--- config.mk ---
export PLATFORM = sky130hd
export DESIGN_NAME = printf_format_spec_parser_unit_flat
export DESIGN_NICKNAME = d
export VERILOG_FILES = /design/src/hdl/pfsp_pkg.sv /design/src/hdl/pfsp_fmt_if.sv /design/src/hdl/pfsp_spec_if.sv /design/src/hdl/printf_format_spec_parser_unit.sv /design/src/flat_wrapper.sv
export SDC_FILE = /design/constraint.sdc
export NUM_CORES = 1
export LEC_CHECK = 0
export BUFFER_PORTS_ARGS = -buffer_cell sky130_fd_sc_hd__buf_2
export CAP_MARGIN = 0
export CORE_UTILIZATION = 45
export CTS_BUF_LIST = sky130_fd_sc_hd__clkbuf_16
export DETAILED_ROUTE_END_ITERATION = 7
export PLACE_DENSITY = 0.73
export SYNTH_ARGS = -nofsm -noshare
export SYNTH_HDL_FRONTEND = slang
export SYNTH_SLANG_ARGS = --single-unit
--- constraint.sdc ---
create_clock -name clk -period 7.94 [get_ports clk]
set_input_delay 1.191 -clock clk [delete_from_list [all_inputs] [get_ports clk]]
set_output_delay 1.191 -clock clk [all_outputs]
set_load 0.02 [all_outputs]
--- src/hdl/pfsp_pkg.sv ---
// Shared types and codes for the printf conversion specification parser.
// Character codes, argument kinds, justify/sign modes and the word formats.
// No dependencies; compile before the interfaces and the top level.
package pfsp_pkg;

	localparam int WIDTH_LIMIT_DEF = 509;

	localparam logic [7:0] INVALID_CONV = 8'hFF;

	localparam logic [1:0] JUST_LEFT  = 2'd0;
	localparam logic [1:0] JUST_RIGHT = 2'd1;
	localparam logic [1:0] JUST_ZERO  = 2'd2;

	localparam logic [1:0] SIGN_MINUS = 2'd0;
	localparam logic [1:0] SIGN_PLUS  = 2'd1;
	localparam logic [1:0] SIGN_SPACE = 2'd2;

	localparam logic [3:0] KIND_NORMAL  = 4'd0;
	localparam logic [3:0] KIND_CHAR    = 4'd1;
	localparam logic [3:0] KIND_SHORT   = 4'd2;
	localparam logic [3:0] KIND_LONG    = 4'd3;
	localparam logic [3:0] KIND_LLONG   = 4'd4;
	localparam logic [3:0] KIND_WCHAR   = 4'd5;
	localparam logic [3:0] KIND_INTMAX  = 4'd6;
	localparam logic [3:0] KIND_SIZE    = 4'd7;
	localparam logic [3:0] KIND_PTRDIFF = 4'd8;
	localparam logic [3:0] KIND_LDOUBLE = 4'd9;

	localparam logic [31:0] PREC_INT   = 32'd1;
	localparam logic [31:0] PREC_FLOAT = 32'd6;
	localparam logic [31:0] PREC_HEXF  = 32'd13;
	localparam logic [31:0] PREC_PTR   = 32'd8;
	localparam logic [34:0] PREC_SAT   = 35'h0_7FFF_FFFF;

	localparam logic [7:0] CNT_MAX  = 8'hFF;
	localparam logic [1:0] STAR_MAX = 2'd3;

	localparam logic [7:0] CH_PERCENT = "%";
	localparam logic [7:0] CH_MINUS   = "-";
	localparam logic [7:0] CH_PLUS    = "+";
	localparam logic [7:0] CH_SPACE   = " ";
	localparam logic [7:0] CH_HASH    = "#";
	localparam logic [7:0] CH_STAR    = "*";
	localparam logic [7:0] CH_DOT     = ".";
	localparam logic [7:0] CH_0       = "0";
	localparam logic [7:0] CH_9       = "9";
	localparam logic [7:0] CH_LC_H    = "h";
	localparam logic [7:0] CH_LC_L    = "l";
	localparam logic [7:0] CH_UC_L    = "L";
	localparam logic [7:0] CH_LC_J    = "j";
	localparam logic [7:0] CH_LC_T    = "t";
	localparam logic [7:0] CH_LC_Z    = "z";
	localparam logic [7:0] CH_LC_D    = "d";
	localparam logic [7:0] CH_LC_I    = "i";
	localparam logic [7:0] CH_LC_O    = "o";
	localparam logic [7:0] CH_LC_U    = "u";
	localparam logic [7:0] CH_LC_X    = "x";
	localparam logic [7:0] CH_UC_X    = "X";
	localparam logic [7:0] CH_LC_F    = "f";
	localparam logic [7:0] CH_UC_F    = "F";
	localparam logic [7:0] CH_LC_A    = "a";
	localparam logic [7:0] CH_UC_A    = "A";
	localparam logic [7:0] CH_LC_G    = "g";
	localparam logic [7:0] CH_UC_G    = "G";
	localparam logic [7:0] CH_LC_E    = "e";
	localparam logic [7:0] CH_UC_E    = "E";
	localparam logic [7:0] CH_LC_P    = "p";
	localparam logic [7:0] CH_LC_C    = "c";
	localparam logic [7:0] CH_LC_S    = "s";
	localparam logic [7:0] CH_LC_N    = "n";

	typedef struct packed {
		logic [7:0]         ch;
		logic signed [31:0] star_value;
	} fmt_word_t;

	typedef struct packed {
		logic [1:0]         justify_mode;
		logic [1:0]         sign_mode;
		logic               precision_given;
		logic               alt_form;
		logic [3:0]         argument_kind;
		logic [7:0]         conversion;
		logic [8:0]         min_width;
		logic signed [31:0] precision;
		logic [7:0]         chars_used;
		logic [1:0]         arguments_used;
	} spec_word_t;

endpackage

--- src/hdl/pfsp_fmt_if.sv ---
// Format character channel: one character and its star argument per word.
// Depends on pfsp_pkg for the word type.
interface pfsp_fmt_if;
	import pfsp_pkg::*;

	logic      valid;
	logic      ready;
	fmt_word_t data;

	modport source (output valid, output data, input ready);
	modport sink (input valid, input data, output ready);
endinterface

--- src/hdl/pfsp_spec_if.sv ---
// Parsed specification channel: one decoded conversion specification per word.
// Depends on pfsp_pkg for the word type.
interface pfsp_spec_if;
	import pfsp_pkg::*;

	logic       valid;
	logic       ready;
	spec_word_t data;

	modport source (output valid, output data, input ready);
	modport sink (input valid, input data, output ready);
endinterface

--- src/hdl/printf_format_spec_parser_unit.sv ---
// Top level of the printf conversion specification parser.
// Depends on pfsp_pkg, pfsp_fmt_if and pfsp_spec_if.
//
// Channel | Direction | Word                           | Rate
// fmt     | in        | ch, star_value                 | one word per cycle when not stalled
// spec    | out       | decoded specification fields   | at most one per fmt word
//
// Each word is taken into an input register, decoded combinationally against the
// parse state and, when it ends a specification, written to the result register.
// spec valid rises once the ending fmt word has passed the input and result registers;
// sustained rate is one word per cycle while the result is not stalled, set by the
// state update with its multiply-by-ten.
// arst_n clears the parse state and the valid flags of the input and result registers.
// A stalled result blocks the decode stage; the input register still takes one more word if it is empty.
module printf_format_spec_parser_unit #(
	parameter int WIDTH_LIMIT = pfsp_pkg::WIDTH_LIMIT_DEF
) (
	input logic              clk,
	input logic              arst_n,
	pfsp_fmt_if.sink         fmt,
	pfsp_spec_if.source      spec
);
	import pfsp_pkg::*;

	localparam int WW = $clog2(WIDTH_LIMIT + 2);
	localparam int EW = (WW > 9) ? WW : 9;
	localparam logic [31:0] WLIM = 32'(WIDTH_LIMIT);
	localparam logic [31:0] WSAT = 32'(WIDTH_LIMIT + 1);

	typedef enum logic [2:0] {
		PH_START, PH_FLAGS, PH_WDIG, PH_POSTW, PH_PREC, PH_PDIG, PH_LEN, PH_MOD
	} phase_t;

	phase_t             phase_q, n_phase;
	logic [1:0]         just_q, n_just;
	logic [1:0]         sign_q, n_sign;
	logic               pg_q, n_pg;
	logic               alt_q, n_alt;
	logic [3:0]         kind_q, n_kind;
	logic [WW-1:0]      width_q, n_width;
	logic [31:0]        prec_q, n_prec;
	logic [7:0]         cnt_q, n_cnt;
	logic [1:0]         star_q, n_star;

	logic               valid_s1;
	fmt_word_t          data_s1;
	logic               go_s1;

	logic               out_valid_q;
	spec_word_t         out_data_q;

	logic               emit;
	logic [7:0]         conv;
	spec_word_t         res;
	logic               go_flag, go_post, go_len, go_fin;
	logic [7:0]         c;
	logic [31:0]        star;
	logic [3:0]         dig;
	logic               is_dig;
	logic [31:0]        mag;
	logic [WW+3:0]      wprod;
	logic [34:0]        pprod;
	logic [EW-1:0]      width_ext;

	function automatic logic int_mod(input logic [3:0] k, input logic with_char);
		int_mod = (k == KIND_SHORT) || (k == KIND_INTMAX) || (k == KIND_SIZE) ||
			(k == KIND_PTRDIFF) || (k == KIND_LLONG) || (with_char && (k == KIND_CHAR));
	endfunction

	assign go_s1     = !out_valid_q || spec.ready;
	assign fmt.ready = !valid_s1 || go_s1;
	assign spec.valid = out_valid_q;
	assign spec.data  = out_data_q;

	always_comb begin
		c      = data_s1.ch;
		star   = data_s1.star_value;
		dig    = 4'(c - CH_0);
		is_dig = c inside {[CH_0:CH_9]};
		mag    = star[31] ? (~star + 32'd1) : star;
		wprod  = ((WW+4)'(width_q) << 3) + ((WW+4)'(width_q) << 1) + (WW+4)'(dig);
		pprod  = ({3'b000, prec_q} << 3) + ({3'b000, prec_q} << 1) + 35'(dig);

		n_phase = phase_q;
		n_just  = just_q;
		n_sign  = sign_q;
		n_pg    = pg_q;
		n_alt   = alt_q;
		n_kind  = kind_q;
		n_width = width_q;
		n_prec  = prec_q;
		n_cnt   = (cnt_q == CNT_MAX) ? CNT_MAX : cnt_q + 8'd1;
		n_star  = star_q;
		emit    = 1'b0;
		conv    = INVALID_CONV;
		go_flag = 1'b0;
		go_post = 1'b0;
		go_len  = 1'b0;
		go_fin  = 1'b0;

		case (phase_q)
			PH_START: begin
				if (c == CH_PERCENT) begin
					emit = 1'b1;
					conv = CH_PERCENT;
				end else begin
					go_flag = 1'b1;
				end
			end
			PH_FLAGS: go_flag = 1'b1;
			PH_WDIG: begin
				if (is_dig) begin
					n_width = (32'(wprod) > WSAT) ? WW'(WSAT) : WW'(wprod);
				end else begin
					go_post = 1'b1;
				end
			end
			PH_POSTW: go_post = 1'b1;
			PH_PREC: begin
				if (c == CH_STAR) begin
					n_prec  = star;
					if (star[31]) n_pg = 1'b0;
					if (star_q != STAR_MAX) n_star = star_q + 2'd1;
					n_phase = PH_LEN;
				end else if (is_dig) begin
					n_prec  = 32'(dig);
					n_phase = PH_PDIG;
				end else begin
					go_len = 1'b1;
				end
			end
			PH_PDIG: begin
				if (is_dig) begin
					n_prec = (pprod > PREC_SAT) ? PREC_SAT[31:0] : pprod[31:0];
				end else begin
					go_len = 1'b1;
				end
			end
			PH_LEN: go_len = 1'b1;
			PH_MOD: begin
				if (kind_q == KIND_SHORT && c == CH_LC_H) begin
					n_kind = KIND_CHAR;
				end else if (kind_q == KIND_LONG && c == CH_LC_L) begin
					n_kind = KIND_LLONG;
				end else begin
					go_fin = 1'b1;
				end
			end
			default: go_fin = 1'b1;
		endcase

		if (go_flag) begin
			case (c)
				CH_MINUS: begin
					n_just  = JUST_LEFT;
					n_phase = PH_FLAGS;
				end
				CH_PLUS: begin
					n_sign  = SIGN_PLUS;
					n_phase = PH_FLAGS;
				end
				CH_SPACE: begin
					if (sign_q != SIGN_PLUS) n_sign = SIGN_SPACE;
					n_phase = PH_FLAGS;
				end
				CH_HASH: begin
					n_alt   = 1'b1;
					n_phase = PH_FLAGS;
				end
				CH_0: begin
					if (just_q != JUST_LEFT) n_just = JUST_ZERO;
					n_phase = PH_FLAGS;
				end
				CH_STAR: begin
					if (star[31]) n_just = JUST_LEFT;
					n_width = (mag > WSAT) ? WW'(WSAT) : WW'(mag);
					if (star_q != STAR_MAX) n_star = star_q + 2'd1;
					n_phase = PH_POSTW;
				end
				default: begin
					if (is_dig) begin
						n_width = WW'(dig);
						n_phase = PH_WDIG;
					end else begin
						go_post = 1'b1;
					end
				end
			endcase
		end

		if (go_post) begin
			if (32'(width_q) > WLIM) begin
				emit = 1'b1;
				conv = INVALID_CONV;
			end else if (c == CH_DOT) begin
				n_pg    = 1'b1;
				n_phase = PH_PREC;
			end else begin
				go_len = 1'b1;
			end
		end

		if (go_len) begin
			case (c)
				CH_LC_H: begin n_kind = KIND_SHORT;   n_phase = PH_MOD; end
				CH_LC_L: begin n_kind = KIND_LONG;    n_phase = PH_MOD; end
				CH_UC_L: begin n_kind = KIND_LDOUBLE; n_phase = PH_MOD; end
				CH_LC_J: begin n_kind = KIND_INTMAX;  n_phase = PH_MOD; end
				CH_LC_T: begin n_kind = KIND_PTRDIFF; n_phase = PH_MOD; end
				CH_LC_Z: begin n_kind = KIND_SIZE;    n_phase = PH_MOD; end
				default: go_fin = 1'b1;
			endcase
		end

		if (go_fin) begin
			emit = 1'b1;
			conv = c;
			case (c)
				CH_LC_D, CH_LC_I, CH_LC_O, CH_LC_U, CH_LC_X, CH_UC_X: begin
					if (kind_q == KIND_LDOUBLE) conv = INVALID_CONV;
					else if (!pg_q) n_prec = PREC_INT;
					else if (just_q == JUST_ZERO) n_just = JUST_RIGHT;
				end
				CH_LC_F, CH_UC_F: begin
					if (int_mod(kind_q, 1'b0)) conv = INVALID_CONV;
					else if (!pg_q) n_prec = PREC_FLOAT;
				end
				CH_LC_A, CH_UC_A: begin
					if (!pg_q) n_prec = PREC_HEXF;
					if (int_mod(kind_q, 1'b1)) conv = INVALID_CONV;
				end
				CH_LC_G, CH_UC_G, CH_LC_E, CH_UC_E: begin
					if ((c == CH_LC_G || c == CH_UC_G) && prec_q == 32'd0) n_prec = PREC_INT;
					if (int_mod(kind_q, 1'b1)) conv = INVALID_CONV;
					else if (!pg_q) n_prec = PREC_FLOAT;
				end
				CH_LC_P: begin
					conv   = CH_LC_X;
					n_alt  = 1'b1;
					n_kind = KIND_LONG;
					n_prec = PREC_PTR;
				end
				CH_LC_C: begin
					if (kind_q == KIND_LONG) n_kind = KIND_WCHAR;
					else if (pg_q || kind_q != KIND_NORMAL) conv = INVALID_CONV;
				end
				CH_LC_S: begin
					if (kind_q == KIND_LONG) n_kind = KIND_WCHAR;
					else if (kind_q != KIND_NORMAL) conv = INVALID_CONV;
				end
				CH_LC_N: begin
					if (kind_q == KIND_LDOUBLE) conv = INVALID_CONV;
				end
				default: conv = INVALID_CONV;
			endcase
		end

		width_ext           = EW'(n_width);
		res.justify_mode    = n_just;
		res.sign_mode       = n_sign;
		res.precision_given = n_pg;
		res.alt_form        = n_alt;
		res.argument_kind   = n_kind;
		res.conversion      = conv;
		res.min_width       = width_ext[8:0];
		res.precision       = n_prec;
		res.chars_used      = n_cnt;
		res.arguments_used  = n_star;

		if (emit) begin
			n_phase = PH_START;
			n_just  = JUST_RIGHT;
			n_sign  = SIGN_MINUS;
			n_pg    = 1'b0;
			n_alt   = 1'b0;
			n_kind  = KIND_NORMAL;
			n_width = '0;
			n_prec  = '0;
			n_cnt   = '0;
			n_star  = '0;
		end
	end

	always_ff @(posedge clk or negedge arst_n) begin
		if (!arst_n) begin
			valid_s1 <= 1'b0;
		end else if (fmt.ready) begin
			valid_s1 <= fmt.valid;
		end
	end

	always_ff @(posedge clk) begin
		if (fmt.ready && fmt.valid) begin
			data_s1 <= fmt.data;
		end
	end

	always_ff @(posedge clk or negedge arst_n) begin
		if (!arst_n) begin
			phase_q     <= PH_START;
			just_q      <= JUST_RIGHT;
			sign_q      <= SIGN_MINUS;
			pg_q        <= 1'b0;
			alt_q       <= 1'b0;
			kind_q      <= KIND_NORMAL;
			width_q     <= '0;
			prec_q      <= '0;
			cnt_q       <= '0;
			star_q      <= '0;
			out_valid_q <= 1'b0;
		end else begin
			if (valid_s1 && go_s1) begin
				phase_q <= n_phase;
				just_q  <= n_just;
				sign_q  <= n_sign;
				pg_q    <= n_pg;
				alt_q   <= n_alt;
				kind_q  <= n_kind;
				width_q <= n_width;
				prec_q  <= n_prec;
				cnt_q   <= n_cnt;
				star_q  <= n_star;
			end
			if (valid_s1 && go_s1 && emit) begin
				out_valid_q <= 1'b1;
			end else if (spec.ready) begin
				out_valid_q <= 1'b0;
			end
		end
	end

	always_ff @(posedge clk) begin
		if (valid_s1 && go_s1 && emit) begin
			out_data_q <= res;
		end
	end

endmodule

--- src/flat_wrapper.sv ---
// flat-port wrapper written by rule: the top's interface ports become plain ports
module printf_format_spec_parser_unit_flat import pfsp_pkg::*;
#(
	parameter int WIDTH_LIMIT = pfsp_pkg::WIDTH_LIMIT_DEF
)
  (clk, arst_n, fmt_valid, fmt_data, fmt_ready, spec_valid, spec_data, spec_ready);
  pfsp_fmt_if fmt_i ();
  pfsp_spec_if spec_i ();
  input logic clk;
  input logic arst_n;
  input wire logic [$bits(fmt_i.valid)-1:0] fmt_valid;
  input wire logic [$bits(fmt_i.data)-1:0] fmt_data;
  output wire logic [$bits(fmt_i.ready)-1:0] fmt_ready;
  output wire logic [$bits(spec_i.valid)-1:0] spec_valid;
  output wire logic [$bits(spec_i.data)-1:0] spec_data;
  input wire logic [$bits(spec_i.ready)-1:0] spec_ready;
  assign fmt_i.valid = fmt_valid;
  assign fmt_i.data = fmt_data;
  assign fmt_ready = fmt_i.ready;
  assign spec_valid = spec_i.valid;
  assign spec_data = spec_i.data;
  assign spec_i.ready = spec_ready;
  printf_format_spec_parser_unit #(.WIDTH_LIMIT(WIDTH_LIMIT)) u_core (.clk(clk), .arst_n(arst_n), .fmt(fmt_i), .spec(spec_i));
endmodule
-- Yosys cells after proc, flatten, opt, wreduce, memory -nomap -nowiden
Index checks and enable logic that the tools add are counted.
- logic and storage cells: 241
- output and inout bits: 71
- register bits after elaboration: 175
- input port bits: 44
- equal/unequal tests: 51
- reductions and logical operators: 33
- $add $sub $neg: 8
- magnitude comparators: 6
- bitwise operators: 1
- mux-type cells: 118
- operators by type and width (operator ; number):
    32-bit two-way mux ; 15
    8-bit by 7-bit == test with 1-bit output, second input constant ; 24
    32-bit case mux with 5 select lines ; 1
    8-bit two-way mux ; 14
    8-bit by 6-bit == test with 1-bit output, second input constant ; 8
    32-bit case mux with 2 select lines ; 1
    9-bit two-way mux ; 7
    8-bit case mux with 6 select lines ; 1
    2-bit two-way mux ; 19
    35-bit by 33-bit adder with 35-bit output ; 1
    35-bit by 4-bit adder with 35-bit output ; 1
    35-bit by 31-bit greater-than comparator with 1-bit output, second input constant ; 1
    1-bit two-way mux ; 33
    3-bit two-way mux ; 11
    32-bit by 1-bit adder with 32-bit output, second input constant ; 1
    32-bit by 9-bit greater-than comparator with 1-bit output, second input constant ; 1
    32-bit logical NOT ; 1
    32-bit inverter ; 1
    4-bit two-way mux ; 7
    4-bit case mux with 6 select lines ; 1
    6-bit OR reduction ; 4
    9-bit case mux with 2 select lines ; 1
    12-bit by 10-bit adder with 13-bit output ; 1
    13-bit by 4-bit adder with 13-bit output ; 1
    34 further kinds ; 61

-- Logic depth before layout (Yosys ltp)
- depth in word-level cells: 14
- mapped depth: 15
- mapped depth without buffers: 13

-- Worst setup path after synthesis
OpenSTA, ideal clock, no wires.
- kind: register -> register
- from: reg u_core.data_s1 (netlist bit u_core.c[1])
- to: reg u_core.out_data_q (netlist bit u_core.spec.data[0]), enable pin
- stages on the path, launching flop included: 11
- buffers on the path: 3
- library setup time: 499 ps
- slack: 2425 ps
- required time: 7441 ps
- arrival: 5016 ps
- period minus slack after synthesis: 5515 ps
- path through: edfxtp_1 buf_2 clkbuf_1 and4b_1 and2_1 or2_2 nor2_1 a21oi_4 and2_1 buf_2 nor2_1
- word-level cells in the longest chain between the ends: 11
- elaborated cells on any way between the ends: 44
- those cells by class: order compare (2); eq/ne (14); mux (22); reduce/logical (6)
- RTL lines (element ; RTL line ; RTL):
    start, declared ; printf_format_spec_parser_unit.sv:46 ; fmt_word_t data_s1;
    start signal, assigned ; printf_format_spec_parser_unit.sv:294 ; data_s1 <= fmt.data;
    8-bit by 6-bit greater-or-equal comparator with 1-bit output or 8-bit by 6-bit <= comparator with 1-bit output (tied branches) ; printf_format_spec_parser_unit.sv:79 ; is_dig = c inside {[CH_0:CH_9]};
    1-bit logical AND ; printf_format_spec_parser_unit.sv:79 ;
    1-bit two-way mux ; printf_format_spec_parser_unit.sv:112, printf_format_spec_parser_unit.sv:125, printf_format_spec_parser_unit.sv:133 ;
    1-bit two-way mux or 1-bit case mux with 2 select lines (tied branches) ; printf_format_spec_parser_unit.sv:120, printf_format_spec_parser_unit.sv:101 ;
    1-bit case mux with 3 select lines or 1-bit two-way mux (tied branches) ; printf_format_spec_parser_unit.sv:101, printf_format_spec_parser_unit.sv:181 ;
    1-bit two-way mux, on equally long branches ; printf_format_spec_parser_unit.sv:195, printf_format_spec_parser_unit.sv:153 ;
    1-bit two-way mux, on equally long branches ; printf_format_spec_parser_unit.sv:192, printf_format_spec_parser_unit.sv:152 ;
    1-bit two-way mux ; printf_format_spec_parser_unit.sv:191 ; if (go_post) begin
    1-bit two-way mux ; printf_format_spec_parser_unit.sv:203 ; if (go_len) begin
    1-bit two-way mux (*) ; printf_format_spec_parser_unit.sv:215 ; if (go_fin) begin
    1-bit logical AND (*) ; printf_format_spec_parser_unit.sv:333 ; if (valid_s1 && go_s1 && emit) begin
    end signal, assigned ; printf_format_spec_parser_unit.sv:334 ; out_data_q <= res;
    end, declared ; printf_format_spec_parser_unit.sv:50 ; spec_word_t out_data_q;
Mark *: on every way between the ends. The rest lies on a longest branch, timed or not.
A chain may end at the register's enable or synchronous reset.

==> flow_metrics.env <==
export IMPL_outcome="complete, but fails checks"
export IMPL_violations="design-rule violations"
export IMPL_final_util=0.509
export IMPL_clockBufferDepth=2
export IMPL_synth_xor_area_share=0.0300
export IMPL_nets=1688
export IMPL_crit_buf_inv=1
export IMPL_core_area_sq_mm=0.0287
export IMPL_grtUsageTotal=0.284
export IMPL_htree_levels=4
export IMPL_p_switching_mw=0.716
export IMPL_hold_buffers=0
export IMPL_max_freq_mhz=176
export IMPL_crit_fanout=26
export IMPL_drv_cap=0
export IMPL_combPwrFrac=0.149
export IMPL_yosysUniqueCellTypes=97
export IMPL_diodes=0
export IMPL_synth_area_leaders="edfxtp_1 (25%), dfrtp_1 (12%), ha_1 (7.9%)"
export IMPL_antenna_found_initial=0
export IMPL_clk_latency_ps=440
export IMPL_crit_family="compound AO/OA/AOI/OAI gates"
export IMPL_ir_worst_vdd_uv=143
export IMPL_num_vias=12500
export IMPL_port_buffers=114
export IMPL_rsz0062_at_grt="false"
export IMPL_ys_ff_latch=175
export IMPL_cp_arrival_ps=5840
export IMPL_p_int_mw=1.65
export IMPL_clock_skew_ps=13.4
export IMPL_p_leak_nw=6.08
export IMPL_synth_top_area_share=0.249
export IMPL_syn_num_nets=1625
export IMPL_cts_tree="done"
export IMPL_slowest_delay_ps=950
export IMPL_hpwl_um=30500
export IMPL_postSynthCellCount=1494
export IMPL_pwr_share_clk=0.383
export IMPL_syn_area_sq_mm=0.0131
export IMPL_timing_final_ws_setup_ps=2250
export IMPL_synthTopCellsByCount="nand2_1 (194), nor2_1 (143), edfxtp_1 (109), o21ai_0 (101), ha_1 (83)"
export IMPL_muxShareOfSynthArea=0.00543
export IMPL_cts_sinks=175
export IMPL_final_fill_count=2707
export IMPL_clkTransAtPathRegs_ps=70
export IMPL_synth_fa_ha_area_frac=0.0852
export IMPL_synth_edf_count=109
export IMPL_period_share=0.717
export IMPL_drc=1
export IMPL_io_pins=115
export IMPL_die_w_um=173
export IMPL_drive_above_1_share=0.130
export IMPL_yosys_warnings=0
export IMPL_die_area_sq_mm=0.0299
export IMPL_wl_per_cell_um=21.6
export IMPL_start_util=0.458
export IMPL_synth_most_common_cell="nand2_1"
export IMPL_post_route_min_period_ps=5690
export IMPL_cp_required_ps=8090
export IMPL_cp_slowest_cell="a311oi_2"
export IMPL_synth_top_family_by_area="simple AND/OR/NAND/NOR gates"
export IMPL_crit_top_cell="fa_1"
export IMPL_p_seq_frac=0.468
export IMPL_area_growth_pct=11.1
export IMPL_first_iter_violations=1451
export IMPL_post_cts_buffers=0
export IMPL_grt_pass1_vias=11800
export IMPL_cts_resized=0
export IMPL_die_height_um=173
export IMPL_cp_cell_sequence="inv_1, fa_1, fa_1, nand2b_1, a21oi_1, o2111ai_1, a2111o_1, a21o_1, a211o_1, a311oi_2, and4_1, nor3_1"
export IMPL_hold_viol_final=0
export IMPL_finalSetupViolations=0
export IMPL_wl_um=42100
export IMPL_synth_area_per_cell_sq_um=8.79
export IMPL_worstHoldPathType="reg -> reg"
export IMPL_root_buffer="clkbuf_16"
export IMPL_fp_row_count=62
export IMPL_setup_tns_ps=0
export IMPL_viasPerCell=6.40
export IMPL_synthSimpleGateAreaFrac=0.242
export IMPL_swShare=0.302
export IMPL_synth_top_area_cell="edfxtp_1"
export IMPL_dr_pass1_iters=8
export IMPL_grt_pass1_wl_um=66900
export IMPL_numCtsBuffers=17
export IMPL_tightest_slew_ps=1190
export IMPL_power_density_mw_per_mm2=162
export IMPL_end_kind="flip-flop"
export IMPL_synthArstFlopShare=0.377
export IMPL_ant_nets=0
export IMPL_synth_compound_area_frac=0.224
export IMPL_crit_type="reg -> reg"
export IMPL_drv_slew=0
export IMPL_seq_area_frac_synth=0.375
export IMPL_cp_start_kind="flip-flop"
export IMPL_place_gp_congestion=1.01
export IMPL_grt_max_degree=69
export IMPL_dp_worst_setup_slack_ps=2400
export IMPL_synth_ff_type="edfxtp_1"
export IMPL_relSlewSlack=0.201
export IMPL_grt_overflow=0
## worst paths after layout
path / start / endpoint / slack, ps / cells after the start
max: u_core.c[3] / u_core.spec.data[20] / 2250 / 12
min: u_core.sign_q[1] / u_core.sign_q[1] / 490 / 2
max reg2reg: u_core.c[3] / u_core.spec.data[20] / 2250 / 12
min reg2reg: u_core.sign_q[1] / u_core.sign_q[1] / 490 / 2
max in group asynchronous: arst_n / u_core.cnt_q[6] / 6260 / 2
min in group asynchronous: arst_n / u_core.width_q[0] / 960 / 2
## sequential cells by signal, indices dropped and copies added, names as in the netlist
signal / count
u_core.phase_q: 3
u_core.star: 32
u_core.alt_q: 1
u_core.width_q: 9
u_core.just_q: 2
u_core.prec_q: 32
u_core.cnt_q: 8
u_core.sign_q: 2
u_core.spec.data: 69
u_core.pg_q: 1
u_core.kind_q: 4
u_core.c: 8
u_core.valid_s1: 1
u_core.star_q: 2
u_core.spec.valid: 1
## cell usage in the layout, fill, tap and decap left out, drive strengths merged, types with 20 or more instances in the layout
cell,instances
edfxtp,109
a21oi,79
xnor2,24
o21ai,108
nor3,56
inv,47
nor4,25
xor2,21
nor2,144
nand3,59
nand2b,20
nand4,22
ha,83
buf,128
nand2,194
a221oi,25
o31ai,24
dfrtp,65
## cell families after synthesis
kind of cell,Yosys count
AOI/OAI and AO/OA,426
xor gates and xnor gates,45
adders and majority gates,87
buffers and inverters,125
DFF,175
muxes,7
and+or+nand+nor,629
## stage by stage
step	hold WS [ps]	instances	power [mW]	instance area, sq um
6_report	493	1954	2.37	14600
5_1_grt	522	1954	2.45	14600
4_1_cts	491	1954	2.38	14600
3_5_place_dp	476	1922	1.48	14000
3_3_place_gp	473	1922	1.47	14000
2_1_floorplan	453	1494	1.33	13100
## power groups by stage
stage	combinational, mW	sequential, mW	clock [mW]
2_1_floorplan	0.179	1.15	0
3_3_place_gp	0.345	1.13	0
3_5_place_dp	0.350	1.13	0
4_1_cts	0.352	1.11	0.918
5_1_grt	0.379	1.12	0.954
6_report	0.352	1.11	0.908
## worst reg2reg max path: stages, from the launching register on
cell	delay, ps
edfxtp_1	930
inv_1	370
fa_1	600
fa_1	470
nand2b_1	180
a21oi_1	230
o2111ai_1	250
a2111o_1	460
a21o_1	230
a211o_1	320
a311oi_2	950
and4_1	350
nor3_1	60
## final cells by class
cell class	count	area [sq um]	area share
inverters	41	154	0.0105
flip-flops and latches	175	4930	0.337
multi-input cells	1194	7730	0.530
repair buffers	128	676	0.0463
clock buffers	17	425	0.0291
clock inverters	15	203	0.0139
well taps	384	480	0.0329
## routing by layer
layer	vias to the layer above	track usage	share of wire
met5	-	0	0
met4	0	0.123	0.040
met2	675	0.445	0.45
li1	5793	-	-
met3	100	0.0435	0.077
met1	5931	0.389	0.43
Power figures use the tool's default switching activity.
